`src/rtl/bhpq_pkg.sv`:
```
// ----------------------------------------------------------------------------
// Binary heap priority queue package
// Entry layout, operation codes and status codes shared by the heap block.
// ----------------------------------------------------------------------------
`default_nettype none

package bhpq_pkg;

   localparam int KEY_W     = 32;
   localparam int PAYLOAD_W = 8;
   localparam int KIND_W    = 2;
   localparam int STATUS_W  = 2;
   localparam int COUNT_W   = 7;

   typedef logic [KIND_W-1:0]   kind_type;
   typedef logic [STATUS_W-1:0] status_type;

   typedef struct packed {
      logic signed [KEY_W-1:0] key;
      logic [PAYLOAD_W-1:0]    payload;
   } entry_type;

   localparam kind_type KIND_INSERT = 2'd0;
   localparam kind_type KIND_POLL   = 2'd1;
   localparam kind_type KIND_CLEAR  = 2'd2;

   localparam status_type STATUS_OK    = 2'd0;
   localparam status_type STATUS_EMPTY = 2'd1;
   localparam status_type STATUS_FULL  = 2'd2;

endpackage

`default_nettype wire

```
`src/rtl/bhpq_ram.sv`:
```
// ----------------------------------------------------------------------------
// Heap entry store
// One write port and one read port with registered read data.
// ----------------------------------------------------------------------------
`default_nettype none

module bhpq_ram #(
   parameter int DEPTH = 64
) (
   input  wire logic                      clock,
   input  wire logic                      wr_en,
   input  wire logic [$clog2(DEPTH)-1:0]  wr_addr,
   input  wire bhpq_pkg::entry_type       wr_data,
   input  wire logic                      rd_en,
   input  wire logic [$clog2(DEPTH)-1:0]  rd_addr,
   output bhpq_pkg::entry_type            rd_data
);

   bhpq_pkg::entry_type mem [DEPTH];
   bhpq_pkg::entry_type rd_data_ff;

   always_ff @(posedge clock) begin
      if (wr_en) begin
         mem[wr_addr] <= wr_data;
      end
   end

   always_ff @(posedge clock) begin
      if (rd_en) begin
         rd_data_ff <= mem[rd_addr];
      end
   end

   assign rd_data = rd_data_ff;

endmodule

`default_nettype wire

```
`src/rtl/bhpq_order.sv`:
```
// ----------------------------------------------------------------------------
// Heap order comparator
// Tells whether entry a must sit above entry b; equal keys never qualify.
// ----------------------------------------------------------------------------
`default_nettype none

module bhpq_order (
   input  wire logic                 max_first,
   input  wire bhpq_pkg::entry_type  a,
   input  wire bhpq_pkg::entry_type  b,
   output logic                      a_first
);

   always_comb begin
      if (max_first) begin
         a_first = ($signed(a.key) > $signed(b.key));
      end else begin
         a_first = ($signed(a.key) < $signed(b.key));
      end
   end

endmodule

`default_nettype wire

```
`src/rtl/binary_heap_priority_queue_core.sv`:
```
// ----------------------------------------------------------------------------
// Binary heap priority queue
// Fixed-depth array heap of key and payload entries, min-first or max-first.
// ----------------------------------------------------------------------------
// Usage:
// A request word on req_ carries an operation (insert, poll root, clear) with
// a key and payload for inserts. Every request yields exactly one response
// word on rsp_ with a status, the polled key and payload, and the entry count.
// The csr_ channel writes the order bit and must only be used while idle.
// Clear, unused codes, an empty poll and a full insert are answered straight
// from idle. An insert reads the parent and compares for each heap level it
// climbs, and writes the entry once, at the root or below the first parent
// that it does not beat. A poll reads the root and then the last entry, loads
// it, and for each level descended reads the left child, compares, reads the
// right child and compares again, until the entry sinks to a leaf or settles
// above its children. The single read port of the entry store and the one
// shared comparator set these steps. One operation runs at a time; req_ready is
// low while it runs, and also while a finished response waits and the receiver
// holds rsp_ready low. Reset empties the heap and selects min-first order;
// stored entries are not cleared and are never read before an insert writes them.
// ----------------------------------------------------------------------------
`default_nettype none

module binary_heap_priority_queue_core #(
   parameter int DEPTH = 64
) (
   input  wire logic                                    clock,
   input  wire logic                                    reset,
   input  wire logic                                    req_valid,
   output logic                                         req_ready,
   input  wire logic [bhpq_pkg::KIND_W-1:0]             req_kind,
   input  wire logic signed [bhpq_pkg::KEY_W-1:0]       req_key,
   input  wire logic [bhpq_pkg::PAYLOAD_W-1:0]          req_payload,
   output logic                                         rsp_valid,
   input  wire logic                                    rsp_ready,
   output logic [bhpq_pkg::STATUS_W-1:0]                rsp_status,
   output logic signed [bhpq_pkg::KEY_W-1:0]            rsp_out_key,
   output logic [bhpq_pkg::PAYLOAD_W-1:0]               rsp_out_payload,
   output logic [bhpq_pkg::COUNT_W-1:0]                 rsp_count,
   input  wire logic                                    csr_valid,
   output logic                                         csr_ready,
   input  wire logic                                    csr_max_first
);

   localparam int ADDR_W = $clog2(DEPTH);
   localparam int CNT_W  = $clog2(DEPTH + 1);
   localparam int IDX_W  = ADDR_W + 2;

   localparam logic [3:0] S_IDLE   = 4'd0;
   localparam logic [3:0] S_UP_RD  = 4'd1;
   localparam logic [3:0] S_UP_CMP = 4'd2;
   localparam logic [3:0] S_P_ROOT = 4'd3;
   localparam logic [3:0] S_P_LAST = 4'd4;
   localparam logic [3:0] S_P_LOAD = 4'd5;
   localparam logic [3:0] S_DN_L   = 4'd6;
   localparam logic [3:0] S_DN_R   = 4'd7;
   localparam logic [3:0] S_DN_CMP = 4'd8;

   logic [3:0]                        state_ff, state_in;
   logic [CNT_W-1:0]                  count_ff, count_in;
   logic                              rsp_valid_ff, rsp_valid_in;
   logic                              max_first_ff, max_first_in;
   logic [ADDR_W-1:0]                 pos_ff, pos_in;
   bhpq_pkg::entry_type               entry_ff, entry_in;
   bhpq_pkg::entry_type               best_ff, best_in;
   logic                              left_win_ff, left_win_in;
   logic                              r_ok_ff, r_ok_in;
   bhpq_pkg::status_type              status_ff, status_in;
   logic signed [bhpq_pkg::KEY_W-1:0] key_ff, key_in;
   logic [bhpq_pkg::PAYLOAD_W-1:0]    pay_ff, pay_in;
   logic [bhpq_pkg::COUNT_W-1:0]      cnt_out_ff, cnt_out_in;

   logic                              req_fire;
   logic                              finish;
   logic                              mem_wr_en;
   logic [ADDR_W-1:0]                 mem_wr_addr;
   bhpq_pkg::entry_type               mem_wr_data;
   logic                              mem_rd_en;
   logic [ADDR_W-1:0]                 mem_rd_addr;
   bhpq_pkg::entry_type               mem_rd_data;
   bhpq_pkg::entry_type               cmp_a, cmp_b;
   logic                              a_first;
   logic [ADDR_W-1:0]                 pos_m1, parent;
   logic [IDX_W-1:0]                  l_wide, r_wide, n_wide;
   logic [ADDR_W-1:0]                 l_addr, r_addr;

   bhpq_ram #(
      .DEPTH (DEPTH)
   ) u_ram (
      .clock   (clock),
      .wr_en   (mem_wr_en),
      .wr_addr (mem_wr_addr),
      .wr_data (mem_wr_data),
      .rd_en   (mem_rd_en),
      .rd_addr (mem_rd_addr),
      .rd_data (mem_rd_data)
   );

   bhpq_order u_order (
      .max_first (max_first_ff),
      .a         (cmp_a),
      .b         (cmp_b),
      .a_first   (a_first)
   );

   assign req_ready = (state_ff == S_IDLE) && (!rsp_valid_ff || rsp_ready);
   assign req_fire  = req_valid && req_ready;
   assign csr_ready = 1'b1;

   assign pos_m1 = pos_ff - 1'b1;
   assign parent = pos_m1 >> 1;
   assign l_wide = {1'b0, pos_ff, 1'b1};
   assign r_wide = l_wide + 1'b1;
   assign n_wide = IDX_W'(count_ff);
   assign l_addr = l_wide[ADDR_W-1:0];
   assign r_addr = r_wide[ADDR_W-1:0];

   assign max_first_in = (csr_valid && csr_ready) ? csr_max_first : max_first_ff;

   always_comb begin
      state_in     = state_ff;
      count_in     = count_ff;
      pos_in       = pos_ff;
      entry_in     = entry_ff;
      best_in      = best_ff;
      left_win_in  = left_win_ff;
      r_ok_in      = r_ok_ff;
      rsp_valid_in = rsp_valid_ff && !rsp_ready;
      status_in    = status_ff;
      key_in       = key_ff;
      pay_in       = pay_ff;
      cnt_out_in   = cnt_out_ff;
      mem_wr_en    = 1'b0;
      mem_wr_addr  = pos_ff;
      mem_wr_data  = entry_ff;
      mem_rd_en    = 1'b0;
      mem_rd_addr  = '0;
      cmp_a        = entry_ff;
      cmp_b        = mem_rd_data;
      finish       = 1'b0;

      case (state_ff)
         S_IDLE: begin
            if (req_fire) begin
               status_in = bhpq_pkg::STATUS_OK;
               key_in    = '0;
               pay_in    = '0;
               case (req_kind)
                  bhpq_pkg::KIND_INSERT: begin
                     if (count_ff == CNT_W'(DEPTH)) begin
                        status_in = bhpq_pkg::STATUS_FULL;
                        finish    = 1'b1;
                     end else begin
                        entry_in.key     = req_key;
                        entry_in.payload = req_payload;
                        pos_in           = ADDR_W'(count_ff);
                        count_in         = count_ff + 1'b1;
                        state_in         = S_UP_RD;
                     end
                  end
                  bhpq_pkg::KIND_POLL: begin
                     if (count_ff == '0) begin
                        status_in = bhpq_pkg::STATUS_EMPTY;
                        finish    = 1'b1;
                     end else begin
                        count_in = count_ff - 1'b1;
                        state_in = S_P_ROOT;
                     end
                  end
                  bhpq_pkg::KIND_CLEAR: begin
                     count_in = '0;
                     finish   = 1'b1;
                  end
                  default: begin
                     finish = 1'b1;
                  end
               endcase
            end
         end

         // The new entry rides in a register while parents move down into
         // the hole; it is written once, where the climb stops.
         S_UP_RD: begin
            if (pos_ff == '0) begin
               mem_wr_en = 1'b1;
               finish    = 1'b1;
            end else begin
               mem_rd_en   = 1'b1;
               mem_rd_addr = parent;
               state_in    = S_UP_CMP;
            end
         end

         S_UP_CMP: begin
            cmp_a = entry_ff;
            cmp_b = mem_rd_data;
            if (a_first) begin
               mem_wr_en   = 1'b1;
               mem_wr_data = mem_rd_data;
               pos_in      = parent;
               state_in    = S_UP_RD;
            end else begin
               mem_wr_en = 1'b1;
               finish    = 1'b1;
            end
         end

         S_P_ROOT: begin
            mem_rd_en   = 1'b1;
            mem_rd_addr = '0;
            state_in    = S_P_LAST;
         end

         // The count has already been decremented, so it indexes the last entry.
         S_P_LAST: begin
            key_in      = mem_rd_data.key;
            pay_in      = mem_rd_data.payload;
            mem_rd_en   = 1'b1;
            mem_rd_addr = ADDR_W'(count_ff);
            state_in    = S_P_LOAD;
         end

         S_P_LOAD: begin
            entry_in = mem_rd_data;
            pos_in   = '0;
            state_in = S_DN_L;
         end

         S_DN_L: begin
            if (l_wide >= n_wide) begin
               mem_wr_en = 1'b1;
               finish    = 1'b1;
            end else begin
               mem_rd_en   = 1'b1;
               mem_rd_addr = l_addr;
               state_in    = S_DN_R;
            end
         end

         S_DN_R: begin
            cmp_a       = mem_rd_data;
            cmp_b       = entry_ff;
            left_win_in = a_first;
            best_in     = a_first ? mem_rd_data : entry_ff;
            r_ok_in     = (r_wide < n_wide);
            if (r_wide < n_wide) begin
               mem_rd_en   = 1'b1;
               mem_rd_addr = r_addr;
            end
            state_in = S_DN_CMP;
         end

         // The right child must beat the better of the moving entry and the
         // left child; otherwise the left child wins, or the entry settles.
         S_DN_CMP: begin
            cmp_a = mem_rd_data;
            cmp_b = best_ff;
            if (r_ok_ff && a_first) begin
               mem_wr_en   = 1'b1;
               mem_wr_data = mem_rd_data;
               pos_in      = r_addr;
               state_in    = S_DN_L;
            end else if (left_win_ff) begin
               mem_wr_en   = 1'b1;
               mem_wr_data = best_ff;
               pos_in      = l_addr;
               state_in    = S_DN_L;
            end else begin
               mem_wr_en = 1'b1;
               finish    = 1'b1;
            end
         end

         default: begin
            state_in = S_IDLE;
         end
      endcase

      if (finish) begin
         state_in     = S_IDLE;
         rsp_valid_in = 1'b1;
         cnt_out_in   = bhpq_pkg::COUNT_W'(count_in);
      end
   end

   always_ff @(posedge clock) begin
      if (reset) begin
         state_ff     <= S_IDLE;
         count_ff     <= '0;
         rsp_valid_ff <= 1'b0;
         max_first_ff <= 1'b0;
      end else begin
         state_ff     <= state_in;
         count_ff     <= count_in;
         rsp_valid_ff <= rsp_valid_in;
         max_first_ff <= max_first_in;
      end
   end

   always_ff @(posedge clock) begin
      pos_ff      <= pos_in;
      entry_ff    <= entry_in;
      best_ff     <= best_in;
      left_win_ff <= left_win_in;
      r_ok_ff     <= r_ok_in;
      status_ff   <= status_in;
      key_ff      <= key_in;
      pay_ff      <= pay_in;
      cnt_out_ff  <= cnt_out_in;
   end

   assign rsp_valid       = rsp_valid_ff;
   assign rsp_status      = status_ff;
   assign rsp_out_key     = key_ff;
   assign rsp_out_payload = pay_ff;
   assign rsp_count       = cnt_out_ff;

   a_count_bound: assert property (@(posedge clock) disable iff (reset)
      count_ff <= CNT_W'(DEPTH))
      else $error("entry count exceeds heap depth");

   a_busy_no_rsp: assert property (@(posedge clock) disable iff (reset)
      (state_ff != S_IDLE) |-> !rsp_valid_ff)
      else $error("response word pending while an operation is in progress");

   a_insert_count: assert property (@(posedge clock) disable iff (reset)
      (req_fire && req_kind == bhpq_pkg::KIND_INSERT && count_ff != CNT_W'(DEPTH))
      |=> (count_ff == $past(count_ff) + 1'b1))
      else $error("accepted insert did not grow the heap by one");

   a_empty_poll: assert property (@(posedge clock) disable iff (reset)
      (req_fire && req_kind == bhpq_pkg::KIND_POLL && count_ff == '0)
      |=> (rsp_valid_ff && status_ff == bhpq_pkg::STATUS_EMPTY))
      else $error("poll on empty heap not answered with empty status");

endmodule

`default_nettype wire
```
`config.mk`:
```
export PLATFORM = sky130hd
export DESIGN_NAME = binary_heap_priority_queue_core
export DESIGN_NICKNAME = d
export VERILOG_FILES = /design/src/rtl/bhpq_pkg.sv /design/src/rtl/bhpq_ram.sv /design/src/rtl/bhpq_order.sv /design/src/rtl/binary_heap_priority_queue_core.sv
export SDC_FILE = /design/constraint.sdc
export NUM_CORES = 2
export LEC_CHECK = 0
export BUFFER_PORTS_ARGS = -buffer_cell sky130_fd_sc_hd__buf_2
export CAP_MARGIN = 0
export CORE_UTILIZATION = 35
export DETAILED_ROUTE_END_ITERATION = 6
export PLACE_DENSITY_LB_ADDON = 0.05
export SLEW_MARGIN = 15
export SYNTH_ARGS = -nofsm -noshare
export SYNTH_HDL_FRONTEND = slang
export SYNTH_SLANG_ARGS = --single-unit
```
`constraint.sdc`:
```
create_clock -name clock -period 10.15 [get_ports clock]
set_input_delay 3.045 -clock clock [delete_from_list [all_inputs] [get_ports clock]]
set_output_delay 3.045 -clock clock [all_outputs]
set_load 0.05 [all_outputs]
```
==> metrics.md <==
| Metric | Value |
|---|---|
| Setup bufs post-CTS | 0 |
| Pre-Repair DR Iteration Count | 6 |
| Worst path required time | between 10000 and 15000 ps |
| Vias in the first global route | approximately 69000 |
| Average cell area after synthesis | ~15 sq um |
| Startpoint type of the worst setup path | flop |
| Slew @ Worst Pin | about 1400 ps |
| Amount of wire on met2 after detailed routing | about 190000 um |
| Clock edge transition at the registers on the reported setup and hold paths | around 60 ps |
| Area occupied by registers | 82400 sq um |
| Hold slack final | 543 ps |
| Xor/xnor cell area share of the yosys netlist | 0.0858% |
| Worst-case clock buffer depth | 4 |
| Worst endpoint data arrival time | around 8200 ps |
| Routability congestion estimate | 0.804 |
| Hold_buf cts | 0 |
| CP Class | flop to flop |
| Synth Net Count | 7836 |
| Area share of and/or/nand/nor cells after synthesis | under 10% |
| Depth of the CTS H-tree | 5 |
| Highest layer used for signal routing | met5 |
| Cell Area, Synth | about 110000 sq um |
| Leakage power | between 40 and 50 nW |
| Run status | finished, final reports clean |
| Clock insertion delay at the later pin of the skew report | 920 ps |
| Max-cap check violation count | 0 |
| Cell type with the highest aggregate area in the netlist | edfxtp_1 |
| Number of distinct standard cells referenced by the synthesized netlist | a little over 80 |
| Final Hold Viols | 0 |
| Number of buffers inserted during clock tree synthesis | between 300 and 400 |
| Finish-stage setup viols | 0 |
| Highest Clock Rate | ~130 MHz |
| Unrepaired setup endpoints after global routing | no |
| Post-cts gate resize count | 0 |
| Area occupied by multi-input gates | approximately 28000 sq um |
| Antenna violations before repair | 25 |
| Yosys warning total | 0 |
| CTS Root Buffer Type | clkbuf_16 |
| Area of the core | roughly 320000 sq um |
| Via density per instance | around 6 |
| Max-slew headroom at the worst pin | under 10% |
| Synthesized flop and latch total | 2750 |
| Share of the synthesized area in the top cell type | approximately 73% |
| CTS tree | built |
| Capturing element type of the critical path | flop |
| Number of flops mapped to enable cells by yosys | 2737 |
| Maximum resistive drop on vdd | 0.127 mV |
| DRC violations left | 0 |
| Power density cells | about 200 nW/um^2 |
| Final-layout setup total negative slack | 0 ps |
| Synthesized netlist cell count | approximately 7700 |
| Main area contributors after synthesis | edfxtp_1 73%, nand2_1 4.5%, a211oi_1 2.6% |
| DR iter-0 viols | slightly above 8000 |
| Most common flop cell mapped by yosys | edfxtp_1 |
| Final non-filler cell total | 12200 |
| Final-stage net count | 7895 |
| Global-route usage over all layers | around a quarter |
| Share of final-layout standard cells stronger than drive strength 1 | between 10% and 20% |
| Final worst path period share | between 70 and 80% |
| Largest net degree at the start of global routing | between 150 and 200 |
| Wire length of the first global-routing pass | approximately 580000 um |
| Post-route met1 wirelength | 194000 um |
| Remaining global-route overflow | 0 |
| Die Span X | roughly 570 um |
| Post-Place Cells | around 12000 |
| Overall die height | 568 um |
| Post-synth ARST share | 0% |
| Share of the synthesized area in compound gates (AO/OA/AOI/OAI) | 10.9% |
| Worst Skew | between 40 and 50 ps |
| Full die area | 323000 sq um |
| Arithmetic-cell share of the synthesized area counting full adders, half adders and majority gates | less than 1% |
| Multiplexer area fraction after synthesis | ~3.0% |
| WL met3 | 28100 um |
| Design Power | 25.2 mW |
| Hold WC Path Type | flop to flop |
| Io pins | 100 |
| Count of filler cells inserted in the layout | approximately 30000 |
| DP HPWL | between 200000 and 250000 um |
| Part of the Yosys area used for sequential elements | 73.4% |
| Count of nets left with antenna violations after detail routing | 0 |
| Combinational family with the most area after synthesis | compound AO/OA/AOI/OAI gates |
| Number of port buffers | 98 |
| Number of placement rows | 207 |
| Crit Path Max Fanout | 64 |
| Max-slew violations | 0 |
| Number of clock sinks | approximately 2800 |
| Detailed-route wire length | roughly 420000 um |
| Detail-routed net length per standard cell | between 30 and 40 um |
| Shortest clock period the worst path allows after layout | around 7600 ps |
| Starting utilization of the core area | around a third |
| Total number of vias | 72400 |
| Area added between synthesis and finish | 14.1% |
[final cells by class]
class,instances,area share (%)
antenna,12,0.0234
tap,4180,4.08
sequential,2750,64.4
inverter,18,0.0528
multi-input combinational,4358,21.8
clock buffer,409,6.55
clock inverter,151,0.904
timing repair buffer,357,2.17
[sequential cells by signal, indices dropped and copies added, names as in the netlist]
register and cells:
rsp_valid 1, rsp_status 2, mem_wr_addr 6, state_ff 4, u_ram.rd_data 40, rsp_out_key 32, max_first_ff 1, count_ff 7
left_win_ff 1, u_ram.mem 2560, entry_ff 40, rsp_out_payload 8, rsp_count 7, r_ok_ff 1, best_ff 40
[power by group]
| group | switching (mW) | internal [mW] |
|---|---|---|
| Combinational | 1.25 | 0.433 |
| Clock | 4.68 | 6.13 |
| Sequential | 0.0839 | 12.6 |
| Total | 6.01 | 19.2 |
[cells in the mapped netlist, types with 15 or more instances]
cell and instances:
or3_1 19, edfxtp_1 2737, a211oi_1 384, nor3_1 128, nor2_1 107, o21ai_0 149, buf_4 21, a31oi_1 123
buf_1 46, o22ai_1 36, ha_1 48, mux4_2 49, and3_1 429, nor2b_1 16, nor4_1 121, clkbuf_1 314
a211o_1 15, a22o_1 151, a21oi_1 334, o22a_1 30, inv_1 16, nand2_1 1336, and2_1 42, a311oi_1 297
o221ai_1 15, mux2_2 129, nand3_1 114, mux2i_1 81, a221o_1 43, a221oi_1 17, buf_2 230
[per-layer routing]
layer | track usage, % | vias to the layer above
li1 | - | 30600
met1 | 37.8 | 38300
met2 | 39.5 | 2911
met3 | 3.32 | 503
met4 | 5.54 | 4
met5 | 0 | -
[stage by stage]
step                      worst slack, ps  utilization, %  instance area [sq um]
after floorplan                      3520               -                 112000
after global placement               2550            37.1                 118000
after detailed placement             2440            37.2                 118000
after CTS                            2400            40.2                 128000
after global routing                 2170            40.2                 128000
final                                2520            40.2                 128000
[cells by family after synthesis]
group                    count (synthesis)
flip-flops                            2750
multiplexers                           259
other                                    1
buffers and inverters                  632
AO/OA/AOI/OAI                         1693
XOR/XNOR                                11
AND/OR/NAND/NOR                       2346
adder cells (fa/ha/maj)                 48
[cell usage in the layout (no fill, tap or decap), types with 149 or more instances in the layout]
cell type  Yosys  routed
edfxtp_1    2737    2737
nand2_1     1336    1331
and3_1       429     428
a211oi_1     384     383
a21oi_1      334     331
clkbuf_16      0     322
a311oi_1     297     297
buf_4         21     233
a22o_1       151     151
o21ai_0      149     149
[worst paths after layout]
| check | start | endpoint | slack, ps | cells after the start |
|---|---|---|---|---|
| worst max register to register | state_ff[3] | u_ram.mem[37][19] | 2520 | 17 |
| worst max-delay path | state_ff[3] | u_ram.mem[37][19] | 2520 | 17 |
| worst min register to register | rsp_valid | rsp_valid | 540 | 2 |
| worst min-delay path | rsp_valid | rsp_valid | 540 | 2 |
[worst max-delay path, cell delays in order, from the launching register on]
cell and delay (ps):
dfxtp_1 610, nor2b_2 110, nand3_2 180, inv_2 50, buf_4 250, nor2_4 870
buf_4 430, mux2_2 370, ha_1 320, nand4_1 160, or4_1 570, a31oi_1 600
nor3_1 150, or3_1 450, a21oi_4 840, buf_4 400, a221o_2 210, buf_4 570
(Power assumes the default switching activity.)
